<file path="config.mk">
export PLATFORM = sky130hd
export DESIGN_NAME = mebc_front
export DESIGN_NICKNAME = d
export VERILOG_FILES = /design/src/design/mebc_pkg.sv /design/src/design/mebc_front.sv
export SDC_FILE = /design/constraint.sdc
export NUM_CORES = 1
export LEC_CHECK = 0
export BUFFER_PORTS_ARGS = -buffer_cell sky130_fd_sc_hd__buf_2
export CAP_MARGIN = 30
export CORE_MARGIN = 10
export CORE_UTILIZATION = 59
export CTS_CLUSTER_DIAMETER = 40
export DETAILED_ROUTE_END_ITERATION = 7
export PLACE_DENSITY_LB_ADDON = 0.1
export SYNTH_ARGS = -nofsm -noshare
export SYNTH_HDL_FRONTEND = slang
export SYNTH_SLANG_ARGS = --single-unit
</file>
<file path="constraint.sdc">
create_clock -name clk -period 13.6 [get_ports clk]
set_input_delay 0.68 -clock clk [delete_from_list [all_inputs] [get_ports clk]]
set_output_delay 0.68 -clock clk [all_outputs]
set_load 0.005 [all_outputs]
</file>
<file path="src/design/mebc_pkg.sv">
// ---------------------------------------------------------------------------
// Balance checker package
// Item codes, transfer structs, sizing constants and saturating arithmetic.
// ---------------------------------------------------------------------------
package mebc_pkg;

  // Node count limit and the cap seen on the 21-bit count field.
  localparam int unsigned MAX_NODES       = 1048576;
  localparam int unsigned FIELD_COUNT_MAX = 2097151;
  localparam logic [20:0] COUNT_CAP =
    21'((MAX_NODES < FIELD_COUNT_MAX) ? MAX_NODES : FIELD_COUNT_MAX);

  // Default depth of the queue between front and back.
  localparam int unsigned QUEUE_DEPTH = 4;

  // Configuration port address map.
  localparam int unsigned           CFG_ADDR_W       = 3;
  localparam logic [CFG_ADDR_W-1:0] ADDR_AIR_ENABLED = '0;

  // Item operation codes.
  localparam logic [1:0] OP_NODE   = 2'd0;
  localparam logic [1:0] OP_SOURCE = 2'd1;
  localparam logic [1:0] OP_END    = 2'd2;

  // Signed 64-bit saturation limits.
  localparam logic signed [63:0] SMAX = 64'h7FFF_FFFF_FFFF_FFFF;
  localparam logic signed [63:0] SMIN = 64'h8000_0000_0000_0000;

  // One input item as held in the queue.
  typedef struct packed {
    logic        [1:0]  operation;
    logic        [19:0] node_index;
    logic        [31:0] pore_volume;
    logic        [31:0] bulk_volume;
    logic signed [31:0] fluid_density;
    logic signed [31:0] salt_density;
    logic signed [31:0] enthalpy_density;
    logic signed [31:0] air_density;
    logic signed [31:0] mass_term;
    logic signed [31:0] energy_term;
    logic signed [31:0] salt_term;
    logic signed [31:0] air_term;
  } item_t;

  // Head of the queue as seen by the back end.
  typedef struct packed {
    logic  valid;
    item_t item;
  } head_t;

  // Request to and response from the shared divider.
  typedef struct packed {
    logic               start;
    logic signed [63:0] num;
    logic signed [63:0] den;
  } div_req_t;

  typedef struct packed {
    logic               done;
    logic signed [31:0] quot;
  } div_rsp_t;

  // One end-of-pass result.
  typedef struct packed {
    logic signed [63:0] mass_residual;
    logic signed [63:0] energy_residual;
    logic signed [63:0] salt_residual;
    logic signed [63:0] air_residual;
    logic signed [31:0] mass_relative;
    logic signed [31:0] energy_relative;
    logic signed [63:0] mass_storage;
    logic signed [63:0] energy_storage;
    logic        [19:0] worst_node;
    logic        [20:0] node_count;
    logic               baseline_valid;
  } result_t;

  // Saturating signed add.
  function automatic logic signed [63:0] sadd(input logic signed [63:0] a,
                                              input logic signed [63:0] b);
    logic signed [63:0] r;
    r = a + b;
    if ((a[63] == b[63]) && (r[63] != a[63])) begin
      return a[63] ? SMIN : SMAX;
    end
    return r;
  endfunction

  // Saturating signed subtract.
  function automatic logic signed [63:0] ssub(input logic signed [63:0] a,
                                              input logic signed [63:0] b);
    logic signed [63:0] r;
    r = a - b;
    if ((a[63] != b[63]) && (r[63] != a[63])) begin
      return a[63] ? SMIN : SMAX;
    end
    return r;
  endfunction

  // Magnitude as an unsigned 64-bit value (the most negative value maps to 2^63).
  function automatic logic [63:0] uabs(input logic signed [63:0] x);
    return x[63] ? (~x + 64'd1) : x;
  endfunction

  // Q16.16 delta widened to Q32.32.
  function automatic logic signed [63:0] widen(input logic signed [31:0] x);
    return {{16{x[31]}}, x, 16'h0000};
  endfunction

endpackage

</file>
<file path="src/design/mebc_front.sv">
// ---------------------------------------------------------------------------
// Balance checker front end
// Accepts input items, drops unused operation codes and queues the rest.
// ---------------------------------------------------------------------------
module mebc_front import mebc_pkg::*; #(
  parameter int unsigned DEPTH = QUEUE_DEPTH
) (
  input  logic  clk,
  input  logic  rst_n,
  input  logic  push,
  input  item_t item,
  output logic  full,
  output head_t head,
  input  logic  hd_pop
);

  localparam int unsigned PW = (DEPTH > 1) ? $clog2(DEPTH) : 1;
  localparam int unsigned CW = $clog2(DEPTH + 1);
  localparam logic [PW-1:0] LAST_PTR = PW'(DEPTH - 1);
  localparam logic [CW-1:0] FULL_CNT = CW'(DEPTH);

  item_t         q_r [DEPTH];
  logic [PW-1:0] wr_ptr_r, wr_ptr_nxt;
  logic [PW-1:0] rd_ptr_r, rd_ptr_nxt;
  logic [CW-1:0] cnt_r, cnt_nxt;
  logic          known_op;
  logic          wr_en;
  logic          rd_en;

  // Classify the item: only node, source and end-of-pass items do anything.
  assign known_op = (item.operation == OP_NODE) || (item.operation == OP_SOURCE) ||
                    (item.operation == OP_END);

  assign full  = (cnt_r == FULL_CNT);
  assign wr_en = push && !full && known_op;
  assign rd_en = hd_pop && (cnt_r != '0);

  assign head.valid = (cnt_r != '0);
  assign head.item  = q_r[rd_ptr_r];

  // Pointer and fill count update.
  always_comb begin
    wr_ptr_nxt = wr_ptr_r;
    rd_ptr_nxt = rd_ptr_r;
    cnt_nxt    = cnt_r;
    if (wr_en) begin
      wr_ptr_nxt = (wr_ptr_r == LAST_PTR) ? '0 : wr_ptr_r + PW'(1);
    end
    if (rd_en) begin
      rd_ptr_nxt = (rd_ptr_r == LAST_PTR) ? '0 : rd_ptr_r + PW'(1);
    end
    case ({wr_en, rd_en})
      2'b10:   cnt_nxt = cnt_r + CW'(1);
      2'b01:   cnt_nxt = cnt_r - CW'(1);
      default: cnt_nxt = cnt_r;
    endcase
  end

  always_ff @(posedge clk) begin
    if (!rst_n) begin
      wr_ptr_r <= '0;
      rd_ptr_r <= '0;
      cnt_r    <= '0;
    end else begin
      wr_ptr_r <= wr_ptr_nxt;
      rd_ptr_r <= rd_ptr_nxt;
      cnt_r    <= cnt_nxt;
    end
  end

  // Queue storage.
  always_ff @(posedge clk) begin
    if (wr_en) begin
      q_r[wr_ptr_r] <= item;
    end
  end

endmodule

</file>
======== Yosys cells after proc, flatten, opt, wreduce, memory -nomap -nowiden ========
Memory sizes are Yosys's and may differ from the RTL's. A register that Yosys moved wholly into a read port is not among the register bits.
Index checks and enable logic that the tools add are counted.
cells by class
  reduce and logical (&&, ||, !) cells .... 9
  equality and inequality tests ........... 7
  muxes and demuxes ....................... 7
  add/sub/neg operators ................... 4
operators by type and width
  kind                                               count
  == test 2 bit (second input constant)              4
  2-to-1 mux 2 bit                                   4
  case mux 3 bit (2 select lines)                    1
  adder 2 x 1 -> 2 bit (second input constant)       2
  == test 2 x 1 -> 1 bit (second input constant)     2
  adder 3 x 1 -> 3 bit (second input constant)       1
  == test 3 bit (second input constant)              1
  logical AND 1 bit                                  3
  nonzero test 3 bit                                 1
  subtractor 3 x 1 -> 3 bit (second input constant)  1
  logical NOT 2 bit                                  1
  logical OR 1 bit                                   2
  2-to-1 mux 1 bit                                   2
  nonzero test 2 bit                                 1
  logical NOT 1 bit                                  1
word-level totals
  memories kept ........................... 1
  memory bits (writable) .................. 1368
  bits of input ports ..................... 346
  flip-flop bits (word level) ............. 7
  word-level logic and storage cells ...... 31
  output and inout port bits .............. 344
memories
  memory  depth  width  read ports  clocked after Yosys merged registers in  write ports  line              source
  q_r     4      342    1           1                                        1            mebc_front.sv:22  item_t q_r [DEPTH];

======== Logic depth before layout (Yosys ltp) ========
  depth in word-level cells ............... 6
  depth in mapped cells ................... 10
  mapped depth without buffers ............ 9

======== Least setup slack after synthesis ========
OpenSTA, ideal clock, no wires.
  path type ............................... input port to flip-flop
  start ................................... in item[340] (netlist name)
  end ..................................... mem q_r[0][0] (netlist name) (enable)
  cell stages on the path ................. 4
  arrival ................................. 8.713 ns
  buffers on the path ..................... 1
  path slack .............................. 4.139 ns
  path through ............................ nand2_1 > and3_1 > buf_6 > and2_1
between the ends
  word-level cells in the longest chain between the ends .. 6
ends and longest elaborated chain
  element                                                      line              source
  start, declared                                              mebc_front.sv:11  input item_t item,
  == test 2 x 1 -> 1 bit or logical NOT 2 bit (tied branches)  mebc_front.sv:31  assign known_op = (item.operation == OP_NODE) || (item.operation == OP_SOURCE) ||
  logical OR 1 bit                                             mebc_front.sv:31
  logical OR 1 bit (*)                                         mebc_front.sv:31
  logical AND 1 bit (*)                                        mebc_front.sv:35  assign wr_en = push && !full && known_op;
  2-to-1 mux 1 bit (*)                                         mebc_front.sv:73  if (wr_en) begin
  2-to-1 mux 1 bit (implied by the code) (*)                   mebc_front.sv:74  q_r[wr_ptr_r] <= item;
  end, declared                                                mebc_front.sv:22
Every way passes the cells marked *; elsewhere a longest branch is shown, timed or not.

==> metrics.yaml <==
worst_setup_path:
  path_depth: 4
  critPathMaxFanout: 117
  slowest_delay_ns: 0.76
  reg2reg_from: "cnt_r[0]$_SDFFE_PN0P_"
  crit_chain: "buf_12 -> buf_4 -> mux4_2 -> buf_2"
  required_ns: 12.92
  endpoint_kind: "output pin"
  path_buf_inv: 3
  rr_worst_depth: 5
  critPathTopFamily: "buffers and inverters"
  worstPathArrival_ns: 3.75
  reg2reg_setup_slack_ns: 10.04
  crit_slowest_cell: "buf_4"
  crit_type: "reg -> out"
  r2r-end: "q_r[1][100]$_DFFE_PP_"
  critPathLaunchType: "register"
yosys:
  ys_warn_count: 0
  synth.mux.area_fraction: 0.1549
  synthesis.nets: 2197
  synth_compound_area_frac: 0.0007027
  syn_area_mm2: 0.04986
  yosysSeqAreaShare: 0.8275
  avgSynthCellArea_um2: 27.04
  synth-xor-area-share: 0.0003513
  yosys.cell_types.count: 22
  synthAdderAreaFrac: 0.001907
  synth_top_family_by_area: "multiplexers"
  ys_ff_latch: 1377
  synthSimpleGateAreaFrac: 0.002259
  postSynthCellCount: 1844
timing:
  final.setup.tns_ns: 0
  slew_violations: 0
  finalSetupViolCount: 0
  rsz0062_at_grt: "false"
  min_period_ns: 4.431
  finalCritPeriodShare: 0.3258
  timing.final.hold_violations: 0
  tightest_slew_ns: 1.434
  layout_setup_ws_ns: 9.169
  max-slew-margin-rel: 0.04373
  fmax_mhz: 225.7
  fin_worst_skew_ns: 0.02032
worst_hold_path:
  hold_path.class: "in -> reg"
  hp-start: "item[43]"
  hold_depth: 1
  min_to: "q_r[0][43]$_DFFE_PP_"
clock_network:
  clock_latency_ns: 0.72
  cts_buffers: 153
  post_cts_buffers: 0
  cts_hold_buf: 0
  clock_path_buffers: 3
  htreeDepth: 4
  cts-root-buf: "clkbuf_16"
  clock_sinks: 1377
  path_clk_slew_ns: 0.06
  cts_tree: "done"
  cts_resized: 0
placement:
  dp_slack_ns: 9.563
  gp_congestion: 0.7877
  postPlaceCellArea_mm2: 0.05461
  portBuffers: 689
  dpl.hpwl_um: 73220
pwr:
  power_density_mw_per_mm2: 188.8
  p_leak_uw: 0.01996
  peakVddDrop_mv: 0.1978
floorplan:
  die_y_um: 310.7
  die_area_mm2: 0.09653
  placementRows: 106
  fp.coreArea_mm2: 0.08369
  initial_core_util: 0.5958
  io_pins: 690
  die_x_um: 310.7
global_route:
  antenna_found_initial: 70
  grt_pass1_wl_um: 166000
  groute.usage.overall: 0.2340
  overflow: 0
  grt_start_max_net_pins: 171
  grt_pass1_vias: 24219
routing:
  drc: 1
  drtAntennaViolNets: 0
  postRouteWirelength_um: 113300
  avgRoutedWirePerCell_um: 28.86
  firstDrtPassIters: 8
  dr_total_vias: 22909
  drt-initial-drc-count: 2071
  vias_per_cell: 5.837
finish:
  nets: 3000
  num-fill-cells: 4846
  drive_gt1_frac: 0.4734
  layout_commonest_cell: "edfxtp_1"
  area_growth_pct: 20.11
  layout_common_cells: "edfxtp_1, buf_2, mux4_2"
  final_util: 0.7156
  postLayoutCellArea_mm2: 0.05988
run:
  cap_violations: 0
run_status:
  status: "finished with violations"
  violations: "design-rule violations"
==> per-stage QoR <==
step | power [µW] | std cells | hold WS, ns
CTS | 11430 | 3897 | 0.1055
global placement | 7282 | 3614 | 0.4770
floorplan | 6523 | 1844 | 0.4677
global route | 11750 | 3916 | 0.1322
detailed placement | 7335 | 3622 | 0.5085
finish | 11310 | 3925 | 0.1698
==> cells by family (layout without fill, tap and decap cells) <==
group,after synthesis,in the layout
XOR/XNOR,2,2
AO/OA/AOI/OAI,6,6
buffers and inverters,86,1009
flip-flops,1377,1377
AND/OR/NAND/NOR,22,22
other,0,24
adder cells (fa/ha/maj),7,7
multiplexers,344,344
==> worst reg2reg max path: stages, from the launching register on <==
cell     delay, ns
dfxtp_1       0.41
or3b_1        0.16
and3_1        0.34
and2_4        0.64
buf_4         0.66
buf_12        0.71
==> worst max path at each step <==
stage | startpoint | to | slack, ns
global route | register | head[97] | 8.85
finish | register | head[97] | 9.17
floorplan | item[340] | q_r[0][0]$_DFFE_PP_ | 4.14
detailed placement | item[340] | q_r[0][177]$_DFFE_PP_ | 9.56
CTS | register | head[119] | 8.98
global placement | register | head[250] | 9.02
==> cell type report <==
cell class	instances	area [µm²]	area share
Multi-Input combinational cell	381	7993	0.1335
Tap cell	1134	1419	0.02369
Sequential cell	1377	41270	0.6891
Clock buffer	180	4036	0.06740
Inverter	8	30.03	0.0005014
Clock inverter	95	1079	0.01801
Antenna cell	24	60.06	0.001003
Timing Repair Buffer	726	4001	0.06682
==> cells in the mapped netlist, drive strengths merged <==
cell type,count,area share
a21boi,1,0.00015
and2,6,0.00075
and3,1,0.00013
buf,70,0.011
clkbuf,8,0.00060
dfxtp,9,0.0036
edfxtp,1368,0.82
fa,1,0.00040
ha,6,0.0015
inv,8,0.00060
mux2i,2,0.00040
mux4,342,0.15
nand2,8,0.00060
nand3,2,0.00020
nor2,2,0.00015
o21ai,4,0.00040
o31ai,1,0.00015
or3,2,0.00025
or3b,1,0.00018
xnor2,1,0.00018
xor2,1,0.00018
==> layer usage <==
layer / routed length [µm] / vias up / global-route usage
li1: - / 9715 / -
met1: 39870 / 11977 / 0.2791
met2: 59540 / 935 / 0.3928
met3: 10570 / 224 / 0.08678
met4: 2954 / 58 / 0.07777
met5: 357 / - / 0
==> state kept, by name, indices dropped and copies added, names as in the netlist, named ones only <==
signal,cells
rd_ptr_r,2
wr_ptr_r,2
q_r,1368
cnt_r,3
==> report_power, final <==
| part | total (µW) | switching [µW] | internal (µW) |
|---|---|---|---|
| clock network | 4100 | 1600 | 2500 |
| registers | 5070 | 79.3 | 4990 |
| logic | 2140 | 1100 | 1030 |
| total | 11300 | 2790 | 8520 |
(Power assumes the default switching activity.)
