`config.mk`:
```
export PLATFORM = sky130hd
export DESIGN_NAME = mebc_div
export DESIGN_NICKNAME = d
export VERILOG_FILES = /design/src/design/mebc_pkg.sv /design/src/design/mebc_div.sv
export SDC_FILE = /design/constraint.sdc
export NUM_CORES = 1
export LEC_CHECK = 0
export ABC_AREA = 1
export BUFFER_PORTS_ARGS = -buffer_cell sky130_fd_sc_hd__buf_2
export CAP_MARGIN = 20
export CORE_ASPECT_RATIO = 2
export CORE_MARGIN = 10
export CORE_UTILIZATION = 60
export DETAILED_ROUTE_END_ITERATION = 6
export PLACE_DENSITY = 0.79
export SLEW_MARGIN = 20
export SYNTH_ARGS = -nofsm -noshare
export SYNTH_HDL_FRONTEND = slang
export SYNTH_SLANG_ARGS = --single-unit
export TNS_END_PERCENT = 100
```
`constraint.sdc`:
```
create_clock -name clk -period 10.47 [get_ports clk]
set_input_delay 1.047 -clock clk [delete_from_list [all_inputs] [get_ports clk]]
set_output_delay 1.047 -clock clk [all_outputs]
set_load 0.01 [all_outputs]
```
`src/design/mebc_pkg.sv`:
```
// ---------------------------------------------------------------------------
// Balance checker package
// Item codes, transfer structs, sizing constants and saturating arithmetic.
// ---------------------------------------------------------------------------
package mebc_pkg;

  // Node count limit and the cap seen on the 21-bit count field.
  localparam int unsigned MAX_NODES       = 1048576;
  localparam int unsigned FIELD_COUNT_MAX = 2097151;
  localparam logic [20:0] COUNT_CAP =
    21'((MAX_NODES < FIELD_COUNT_MAX) ? MAX_NODES : FIELD_COUNT_MAX);

  // Default depth of the queue between front and back.
  localparam int unsigned QUEUE_DEPTH = 4;

  // Configuration port address map.
  localparam int unsigned           CFG_ADDR_W       = 3;
  localparam logic [CFG_ADDR_W-1:0] ADDR_AIR_ENABLED = '0;

  // Item operation codes.
  localparam logic [1:0] OP_NODE   = 2'd0;
  localparam logic [1:0] OP_SOURCE = 2'd1;
  localparam logic [1:0] OP_END    = 2'd2;

  // Signed 64-bit saturation limits.
  localparam logic signed [63:0] SMAX = 64'h7FFF_FFFF_FFFF_FFFF;
  localparam logic signed [63:0] SMIN = 64'h8000_0000_0000_0000;

  // One input item as held in the queue.
  typedef struct packed {
    logic        [1:0]  operation;
    logic        [19:0] node_index;
    logic        [31:0] pore_volume;
    logic        [31:0] bulk_volume;
    logic signed [31:0] fluid_density;
    logic signed [31:0] salt_density;
    logic signed [31:0] enthalpy_density;
    logic signed [31:0] air_density;
    logic signed [31:0] mass_term;
    logic signed [31:0] energy_term;
    logic signed [31:0] salt_term;
    logic signed [31:0] air_term;
  } item_t;

  // Head of the queue as seen by the back end.
  typedef struct packed {
    logic  valid;
    item_t item;
  } head_t;

  // Request to and response from the shared divider.
  typedef struct packed {
    logic               start;
    logic signed [63:0] num;
    logic signed [63:0] den;
  } div_req_t;

  typedef struct packed {
    logic               done;
    logic signed [31:0] quot;
  } div_rsp_t;

  // One end-of-pass result.
  typedef struct packed {
    logic signed [63:0] mass_residual;
    logic signed [63:0] energy_residual;
    logic signed [63:0] salt_residual;
    logic signed [63:0] air_residual;
    logic signed [31:0] mass_relative;
    logic signed [31:0] energy_relative;
    logic signed [63:0] mass_storage;
    logic signed [63:0] energy_storage;
    logic        [19:0] worst_node;
    logic        [20:0] node_count;
    logic               baseline_valid;
  } result_t;

  // Saturating signed add.
  function automatic logic signed [63:0] sadd(input logic signed [63:0] a,
                                              input logic signed [63:0] b);
    logic signed [63:0] r;
    r = a + b;
    if ((a[63] == b[63]) && (r[63] != a[63])) begin
      return a[63] ? SMIN : SMAX;
    end
    return r;
  endfunction

  // Saturating signed subtract.
  function automatic logic signed [63:0] ssub(input logic signed [63:0] a,
                                              input logic signed [63:0] b);
    logic signed [63:0] r;
    r = a - b;
    if ((a[63] != b[63]) && (r[63] != a[63])) begin
      return a[63] ? SMIN : SMAX;
    end
    return r;
  endfunction

  // Magnitude as an unsigned 64-bit value (the most negative value maps to 2^63).
  function automatic logic [63:0] uabs(input logic signed [63:0] x);
    return x[63] ? (~x + 64'd1) : x;
  endfunction

  // Q16.16 delta widened to Q32.32.
  function automatic logic signed [63:0] widen(input logic signed [31:0] x);
    return {{16{x[31]}}, x, 16'h0000};
  endfunction

endpackage

```
`src/design/mebc_div.sv`:
```
// ---------------------------------------------------------------------------
// Balance checker relative-residual divider
// Bit-serial signed Q1.30 quotient of residual over |storage|, saturated.
// ---------------------------------------------------------------------------
module mebc_div import mebc_pkg::*; (
  input  logic     clk,
  input  logic     rst_n,
  input  div_req_t req,
  output div_rsp_t rsp
);

  localparam int unsigned   FRAC_BITS = 30;
  localparam int unsigned   CNT_W     = $clog2(FRAC_BITS);
  localparam logic [CNT_W-1:0] LAST_STEP = CNT_W'(FRAC_BITS - 1);

  typedef enum logic [1:0] {
    D_IDLE,
    D_INIT,
    D_STEP,
    D_DONE
  } dstate_t;

  dstate_t          state_r, state_nxt;
  logic [63:0]      n_r, n_nxt;
  logic [63:0]      d_r, d_nxt;
  logic [63:0]      rem_r, rem_nxt;
  logic [30:0]      q_r, q_nxt;
  logic             neg_r, neg_nxt;
  logic             sat_r, sat_nxt;
  logic [CNT_W-1:0] cnt_r, cnt_nxt;
  logic [64:0]      rem_sh;
  logic [64:0]      rem_sub;
  logic             bit_ge;
  logic [31:0]      q_ext;

  // One restoring step on the shifted remainder.
  assign rem_sh  = {rem_r, 1'b0};
  assign bit_ge  = (rem_sh >= {1'b0, d_r});
  assign rem_sub = rem_sh - {1'b0, d_r};

  // Sign and saturation of the finished quotient.
  assign q_ext = {1'b0, q_r};
  always_comb begin
    rsp.done = (state_r == D_DONE);
    if (neg_r) begin
      rsp.quot = sat_r ? 32'sh8000_0000 : $signed(~q_ext + 32'd1);
    end else begin
      rsp.quot = sat_r ? 32'sh7FFF_FFFF : $signed(q_ext);
    end
  end

  always_comb begin
    state_nxt = state_r;
    n_nxt     = n_r;
    d_nxt     = d_r;
    rem_nxt   = rem_r;
    q_nxt     = q_r;
    neg_nxt   = neg_r;
    sat_nxt   = sat_r;
    cnt_nxt   = cnt_r;
    case (state_r)
      D_IDLE: begin
        if (req.start) begin
          n_nxt     = uabs(req.num);
          d_nxt     = uabs(req.den);
          neg_nxt   = req.num[63];
          state_nxt = D_INIT;
        end
      end
      // Integer part: two or more saturates, else one quotient bit.
      D_INIT: begin
        cnt_nxt = '0;
        if ({1'b0, n_r} >= {d_r, 1'b0}) begin
          sat_nxt   = 1'b1;
          state_nxt = D_DONE;
        end else begin
          sat_nxt   = 1'b0;
          state_nxt = D_STEP;
          if (n_r >= d_r) begin
            rem_nxt = n_r - d_r;
            q_nxt   = 31'd1;
          end else begin
            rem_nxt = n_r;
            q_nxt   = '0;
          end
        end
      end
      // Fraction bits, one per cycle.
      D_STEP: begin
        rem_nxt = bit_ge ? rem_sub[63:0] : rem_sh[63:0];
        q_nxt   = {q_r[29:0], bit_ge};
        cnt_nxt = cnt_r + CNT_W'(1);
        if (cnt_r == LAST_STEP) begin
          state_nxt = D_DONE;
        end
      end
      D_DONE: begin
        state_nxt = D_IDLE;
      end
      default: begin
        state_nxt = D_IDLE;
      end
    endcase
  end

  always_ff @(posedge clk) begin
    if (!rst_n) begin
      state_r <= D_IDLE;
    end else begin
      state_r <= state_nxt;
    end
    n_r   <= n_nxt;
    d_r   <= d_nxt;
    rem_r <= rem_nxt;
    q_r   <= q_nxt;
    neg_r <= neg_nxt;
    sat_r <= sat_nxt;
    cnt_r <= cnt_nxt;
  end

endmodule

```
[Yosys cells after proc, flatten, opt, wreduce, memory -nomap -nowiden]
Cells that the tools add are included.
W data, S select, Z words.
Operators by class
  muxes and demuxes: 18
  equal/unequal tests: 7
  $lt $le $gt $ge: 3
  $add $sub $neg: 6
  reductions and logical operators: 5
  bitwise gates (word level): 3
Operator list (count)
  $mux W64: 3
  $add A64 B1 Y64 const B: 2
  $not A64 Y64: 2
  $pmux W64 S2: 1
  $sub A64 B64 Y64: 2
  $mux W63: 2
  $ge A64 B65 Y1: 1
  $ge A65 B64 Y1: 1
  $ge A64 B64 Y1: 1
  $mux W32: 2
  $mux W31: 2
  $pmux W31 S2: 1
  $add A32 B1 Y32 const B: 1
  $not A31 Y32: 1
  $pmux W5 S2: 1
  $pmux W2 S4: 1
  $ne A2 B2 Y1 const B: 3
  $reduce_and A2 Y1: 3
  $add A5 B1 Y5 const B: 1
  $eq A5 B5 Y1 const B: 1
  $eq A2 B2 Y1 const B: 2
  $mux W2: 2
  $mux W1: 3
  $eq A2 B1 Y1 const B: 1
  other kinds (2): 2
Storage, ports and cells
  word-level logic and storage cells: 52
  register bits: 232
  input port bits: 131
  output and inout bits: 33

[Depth between registers and ports, before layout]
Gate-level depths: netlist (run 1).
  depth after elaboration: 4
  gate-level depth with buffers: 20
  mapped depth without buffers: 19

[Worst setup path before layout (run 1)]
OpenSTA, ideal clock, no wires.
  kind: flip-flop to flip-flop
  start: register n_r[40]
  end: register q_r[0] (enable)
  path buffers: 0
  arrival time: 5966 ps
  stages on the path, launching flop included: 12
  path slack: 3923 ps
  clock period less this slack: 6547 ps
  setup time: 581 ps
  data required time: 9889 ps
  cells stage by stage: edfxtp_1 > ha_1 > a21o_1 > nor2_1 > nand2_1 > nand2_1 > nand2_1 > nand2_1 > nand3_1 > nor2_1 > nand2_1 > a21oi_1
Between the ends
  cells in the longest elaborated chain, start to end: 3
Ends and longest elaborated chain
  start, declared: RTL line mebc_div.sv:24  | logic [63:0] n_r, n_nxt;
  start signal, assigned: RTL line mebc_div.sv:112  | n_r <= n_nxt;
  $ge A64 B65 Y1: RTL line mebc_div.sv:73  | if ({1'b0, n_r} >= {d_r, 1'b0}) begin
  $ne A2 B2 Y1 (no source line)
  $reduce_and A2 Y1 (no source line)
  end signal, assigned: RTL line mebc_div.sv:115  | q_r <= q_nxt;
  end, declared: RTL line mebc_div.sv:27  | logic [30:0] q_r, q_nxt;
Every way passes these cells.
A chain may end at the register's enable or synchronous reset.

[Worst setup path in the final report (run 1)]
  start: register d_r[35]
  end: register rem_r[16] (data pin)
Between the ends
  cells in the longest elaborated chain, start to end: 4
  elaborated cells on any way between the ends: 6
  classes of those cells: order compare: 2; mux: 4
Ends and longest elaborated chain
  start, declared: RTL line mebc_div.sv:25  | logic [63:0] d_r, d_nxt;
  start signal, assigned: RTL line mebc_div.sv:113  | d_r <= d_nxt;
  $ge A64 B64 Y1: RTL line mebc_div.sv:79  | if (n_r >= d_r) begin
  $mux W64: RTL line mebc_div.sv:79
  $mux W64: RTL line mebc_div.sv:73
  $pmux W64 S2 *: RTL line mebc_div.sv:61  | case (state_r)
  net rem_nxt[16]: RTL line mebc_div.sv:26  | logic [63:0] rem_r, rem_nxt;
  end signal, assigned: RTL line mebc_div.sv:114  | rem_r <= rem_nxt;
  end, declared: RTL line mebc_div.sv:26
The timed path passes the listed nets; every way through them passes the cells marked *. The select of a mux whose other input is x is not followed.

==> metrics.cfg, run 1 <==
[sta]
period_minus_slack_ns = 4.31
finalClockSkew_ns = 0.0233
worst_pin_slew_ns = 1.09
worst_slack_ns = 6.16
finalMaxSlewViolations = 0
hold_viol_final = 0
fin_tns_setup_ns = 0
rsz0062_at_grt = no
setup_viol = 0
period_share = 0.411
max-slew-margin-rel = 0.269
max_freq_mhz = 232

[floorplanning]
io_pins = 164
die_area_um2 = 53500
die_h_um = 317
core.rowCount = 108
die_w_um = 169
core_um2 = 43500
start_util = 0.610

[clocking]
clkLatencyLatePin_ns = 0.57
cts_resized = 0
cts_buffers = 22
cts.sinks = 232
clockBufferDepth = 3
htree_levels = 1
clockRootBuffer = clkbuf_16
cts_tree = yes
clk_pin_slew_ns = 0.07
post-cts-setup-buffers = 0
ctsHoldBuffers = 0

[detailed_routing]
finalWirelength_um = 114000
via_per_inst = 6.07
first_iter_violations = 2772
first_pass_iters = 7
ant_nets = 0
vias = 29100
drc = 0
wl_per_cell_um = 23.7

[power_and_ir_drop]
power.leakage_nw = 13.6
peakVddDrop_mv = 0.150
power.density_nw_per_um2 = 316

[worst_setup_path]
reg2reg_depth = 13
crit_path_end_kind = flip-flop
cp_max_fo = 75
r2r_end = rem_r[16]
crit_arrival_ns = 4.60
regToRegStartpoint = d_r[35]
r2r_slack_ns = 6.16
cp.required_ns = 10.76
startpoint = d_r[35]
worstSetupPathType = reg2reg
crit_end = rem_r[16]
cp-start-kind = flip-flop

[synth]
synth_compound_gate_area_share = 0.106
ys_ff_latch = 232
synthAdderAreaFrac = 0.0963
yosysSeqAreaShare = 0.262
netlist_area_um2 = 26500
synth_area_per_cell_um2 = 6.48
synth_mux_area_frac = 0
syn_inst = 4092
synth-simple-area-share = 0.365
netlist-cell-type-count = 52
ys_warn_count = 0
syn_nets = 4426
synthXorXnorAreaFrac = 0.0703
synth_top_family_by_area = simple AND/OR/NAND/NOR gates

[cells_and_area]
fin_nets = 4559
area_growth_pct = 7.55
stdcell_count = 4794
drive_gt1_frac = 0.0689
fillers = 4130
final_util = 0.656

[place]
dp_cells = 4750
dp_hpwl_um = 93200
gp_congestion = 1.11
pre_cts_ws_ns = 6.41
port_buffers = 163

[global_route]
overflow = 0
antenna_found_initial = 2
grt_first_pass_wirelength_um = 168000
grt_max_degree = 81
grt_usage = 0.415
grt_pass1_vias = 29500

[flow_run]
drv_cap = 0

[worst_hold_path]
holdCritPathClass = reg2reg
whs_path_depth = 2

[outcome]
outcome = completed

[critical path: stages, from the launching register on]
cell,delay (ns)
edfxtp_1,0.39
inv_1,0.18
ha_1,0.32
a21oi_1,0.26
o21ai_0,0.23
nand2_1,0.11
nand2_1,0.17
nand2_1,0.10
nand2_1,0.08
a21oi_2,0.54
nand3_4,0.53
buf_4,0.53
o211ai_1,0.37
nand2_1,0.12
[routing by layer]
metal	vias up	share of wire	track usage
li1	13600	-	-
met1	13100	0.31	0.382
met2	1761	0.49	0.728
met3	653	0.076	0.0696
met4	4	0.13	0.446
met5	-	0.00024	0
[placed cells by master, fill, tap and decap left out, types with 4 or more instances in the layout]
master	Yosys	layout
nand2_1	1196	1196
inv_1	577	576
nor2_1	515	515
nand3_1	271	271
edfxtp_1	230	230
a21oi_1	230	229
ha_1	201	200
buf_2	13	163
o21ai_0	162	162
xor2_1	113	113
xnor2_1	100	100
nand3b_1	72	72
nand4_1	66	66
nor3_1	53	53
o211ai_1	35	35
nor4_1	33	30
o21ai_1	23	23
clkbuf_16	0	23
inv_2	18	18
o21bai_1	16	16
nor2_2	14	13
buf_4	1	13
nand2_2	12	12
a31oi_1	12	12
a21o_1	11	11
o21a_1	10	10
nor2_4	5	6
or2_2	6	6
nor4_2	2	5
clkinv_1	2	5
a21oi_2	4	4
nor3_2	4	4
nand2_4	4	4
a21boi_0	4	4
or2_1	4	4
inv_6	0	4
[metrics by stage]
stage	area (um2)	power, mW	hold slack, ns
finish	28500	9.02	0.532
global route	28500	9.62	0.547
CTS	28500	8.74	0.528
detailed placement	27700	7.83	0.521
global placement	27700	7.75	0.505
floorplan	26500	6.08	0.480
[Yosys cell counts (all sizes together)]
cell type / number / area (um2)
edfxtp: 230 / 6910
nand2: 1212 / 4610
nand3: 274 / 1400
nor4: 35 / 231
clkinv: 2 / 7.51
nand2b: 1 / 6.26
ha: 201 / 2510
o21ai: 185 / 926
or2: 10 / 62.6
a41oi: 1 / 8.76
o41ai: 1 / 8.76
nand3b: 72 / 541
xor2: 113 / 990
a21oi: 234 / 1190
o21a: 11 / 83.8
fa: 2 / 40.0
o21bai: 16 / 120
a31oi: 12 / 75.1
xnor2: 100 / 876
dfxtp: 2 / 40.0
nor3b: 1 / 7.51
o31ai: 3 / 22.5
clkbuf: 35 / 131
buf: 33 / 292
a2bb2oi: 1 / 8.76
nor3: 57 / 305
a21boi: 5 / 37.5
nor2: 534 / 2080
and2: 2 / 12.5
a21o: 11 / 82.6
inv: 595 / 2230
nand4: 66 / 413
o211ai: 35 / 263
[how the worst min path moves through the flow]
stage	start	to	slack (ns)
floorplan	state_r[0]	state_r[0]	0.48
global placement	state_r[0]	state_r[0]	0.50
detailed placement	state_r[0]	state_r[0]	0.52
CTS	state_r[0]	state_r[0]	0.53
global route	state_r[0]	state_r[0]	0.55
finish	state_r[0]	state_r[0]	0.53
[final cells by class]
cell class	count	area, um2	area share
repair buffers	177	918	0.0322
flip-flops and latches	232	6950	0.244
clock inverters	16	183	0.00640
well taps	550	688	0.0241
diodes	3	7.51	0.000263
inverters	597	2240	0.0787
multi-input cells	3195	17000	0.595
clock buffers	24	579	0.0203
[cell families (layout without fill, tap and decap cells)]
group                      count (synthesis)  count (layout)
adders and majority gates                203             203
buffers and inverters                    665             814
DFF                                      232             232
other                                      0               3
xor gates and xnor gates                 213             213
AOI/OAI and AO/OA                        515             515
and+or+nand+nor                         2264            2264
[power by group]
group	leakage (nW)	internal (mW)	switching, mW
Combinational	11.0	1.94	4.33
Sequential	2.21	1.58	0.272
Clock	0.378	0.484	0.412
[state kept, by name (all words and copies together) (netlist names)]
name and count:
d_r 64, sat_r 1, n_r 64, cnt_r 5
state_r 2, q_r 31, rem_r 64, neg_r 1
(Power assumes the default switching activity.)
==> run 2: changes to the inputs <==
==> constraint.sdc (replaced) <==
create_clock -name clk -period 4.35 [get_ports clk]
set_input_delay 0.435 -clock clk [delete_from_list [all_inputs] [get_ports clk]]
set_output_delay 0.435 -clock clk [all_outputs]
set_load 0.01 [all_outputs]
==> run 2 against run 1 <==
Effect of this change: the flow now finishes with violations (DRC); global-route usage is 0.87 points lower; sequential share of layout area is 0.10 points lower; worst hold slack worse by 0.48 ns; first-iteration DRC count is 2.1% lower; power is 140% higher; cell area is 0.43% higher; sequential power is 140% higher; setup slack worse by 5.7 ns; largest power group unchanged; highest routed layer is now met4.
==> metrics.cfg, run 2 (synthesized netlist as in run 1, its figures left out) <==
[outcome]
outcome = complete, but fails checks
violations = DRC

[global_route]
grt_max_degree = 96
antenna_found_initial = 1
grt_usage = 0.406
grt_first_pass_wirelength_um = 164000
overflow = 0
grt_pass1_vias = 28900

[clocking]
cts_buffers = 23
ctsHoldBuffers = 0
clockBufferDepth = 3
post-cts-setup-buffers = 0
clkLatencyLatePin_ns = 0.59
clk_pin_slew_ns = 0.07
htree_levels = 1
clockRootBuffer = clkbuf_16
cts_resized = 0
cts_tree = yes
cts.sinks = 232

[detailed_routing]
first_iter_violations = 2713
finalWirelength_um = 113000
vias = 28900
drc = 1
first_pass_iters = 7
ant_nets = 0
wl_per_cell_um = 23.4
via_per_inst = 6.01

[worst_setup_path]
cp-start-kind = flip-flop
crit_path_end_kind = flip-flop
crit_arrival_ns = 4.21
crit_chain = ha_1 > fa_1 > inv_1 > nand3_1 > nand2_1 > nand2_1 > nand2_1 > nand2_1 > nand2_1 > nand2_1 > nand2_2 > nand2_4 > nand3_4 > buf_4 > buf_4 > nand2_1 > o211ai_1 > nand2_1
regToRegStartpoint = d_r[0]
cp_max_fo = 53
startpoint = d_r[0]
r2r_slack_ns = 0.47
cpPeakStageDelay_ns = 0.49
cp_num_buf_inv = 3
cp.required_ns = 4.69
critical-path-top-delay-family = simple AND/OR/NAND/NOR gates
reg2reg_depth = 18
slowest_stage = buf_4
worstSetupPathType = reg2reg
r2r_end = rem_r[3]
crit_path_frequent_cell = nand2_1

[floorplanning]
die_h_um = 317
io_pins = 164
core_um2 = 43500
core.rowCount = 108
die_w_um = 169
start_util = 0.610
die_area_um2 = 53500

[worst_hold_path]
whs_endpoint = n_r[0]
min_from = req[64]
whs_path_depth = 1
holdCritPathClass = in2reg

[place]
gp_congestion = 1.13
placed_area_um2 = 27800
pre_cts_ws_ns = 0.580
port_buffers = 163
dp_hpwl_um = 92100
dp_cells = 4760

[power_and_ir_drop]
swShare = 0.553
p_switching_mw = 12.0
power.density_nw_per_um2 = 757
power.total_mw = 21.7
peakVddDrop_mv = 0.596
power.internal_mw = 9.69
clkPwrFrac = 0.100
power.leakage_nw = 13.6
p_comb_frac = 0.694
pwr-share-seq = 0.206

[cells_and_area]
stdcell_count = 4803
drive_gt1_frac = 0.0710
fin_nets = 4569
top_regs = d_r (64), n_r (64), rem_r (64)
mostFrequentLayoutCell = nand2_1
fillers = 4176
final_util = 0.658
area_growth_pct = 8.01
postLayoutCellArea_um2 = 28600
layout_common_cells = nand2_1 (1196), inv_1 (576), nor2_1 (515)

[sta]
fin_tns_setup_ns = 0
setup_viol = 0
period_share = 0.891
finalClockSkew_ns = 0.0462
period_minus_slack_ns = 3.88
worst_slack_ns = 0.473
finalMaxSlewViolations = 0
hold_viol_final = 0
max_freq_mhz = 258
max-slew-margin-rel = 0.269
worst_pin_slew_ns = 1.09
rsz0062_at_grt = no
hold_ws_ns = 0.0499

[flow_run]
drv_cap = 0

[run 2: worst max-delay path by stage]
stage           endpoint  cells past startpoint  slack, ns
5_1_grt        rem_r[22]                     18       0.25
3_5_place_dp   rem_r[14]                     18       0.58
4_1_cts        rem_r[14]                     18       0.57
2_1_floorplan     d_r[0]                      4       0.75
6_report        rem_r[3]                     18       0.47
3_3_place_gp    rem_r[0]                     18       0.74
[run 2: power groups by stage]
| stage | Clock [mW] | Sequential, mW | Combinational (mW) |
|---|---|---|---|
| after floorplan | 0 | 4.25 | 10.3 |
| after CTS | 2.15 | 4.42 | 14.5 |
| after global placement | 0 | 4.41 | 14.2 |
| after global routing | 2.23 | 4.53 | 16.4 |
| after detailed placement | 0 | 4.46 | 14.4 |
| final | 2.17 | 4.47 | 15.1 |
[run 2: final cells by class]
type	instances	area [um2]	area share
multi-input cells	3195	17000	0.592
flip-flops and latches	232	6950	0.243
inverters	597	2240	0.0783
repair buffers	186	1030	0.0358
well taps	550	688	0.0240
clock buffers	24	579	0.0202
clock inverters	17	204	0.00712
diodes	2	5.00	0.000175
[run 2: metal layers]
layer | vias to the layer above | part of all wire | wire [um] | global-route usage
li1 | 13700 | - | - | -
met1 | 13000 | 0.31 | 35000 | 0.378
met2 | 1673 | 0.50 | 56400 | 0.736
met3 | 544 | 0.077 | 8640 | 0.0638
met4 | 0 | 0.11 | 12500 | 0.384
met5 | - | 0 | 0 | 0
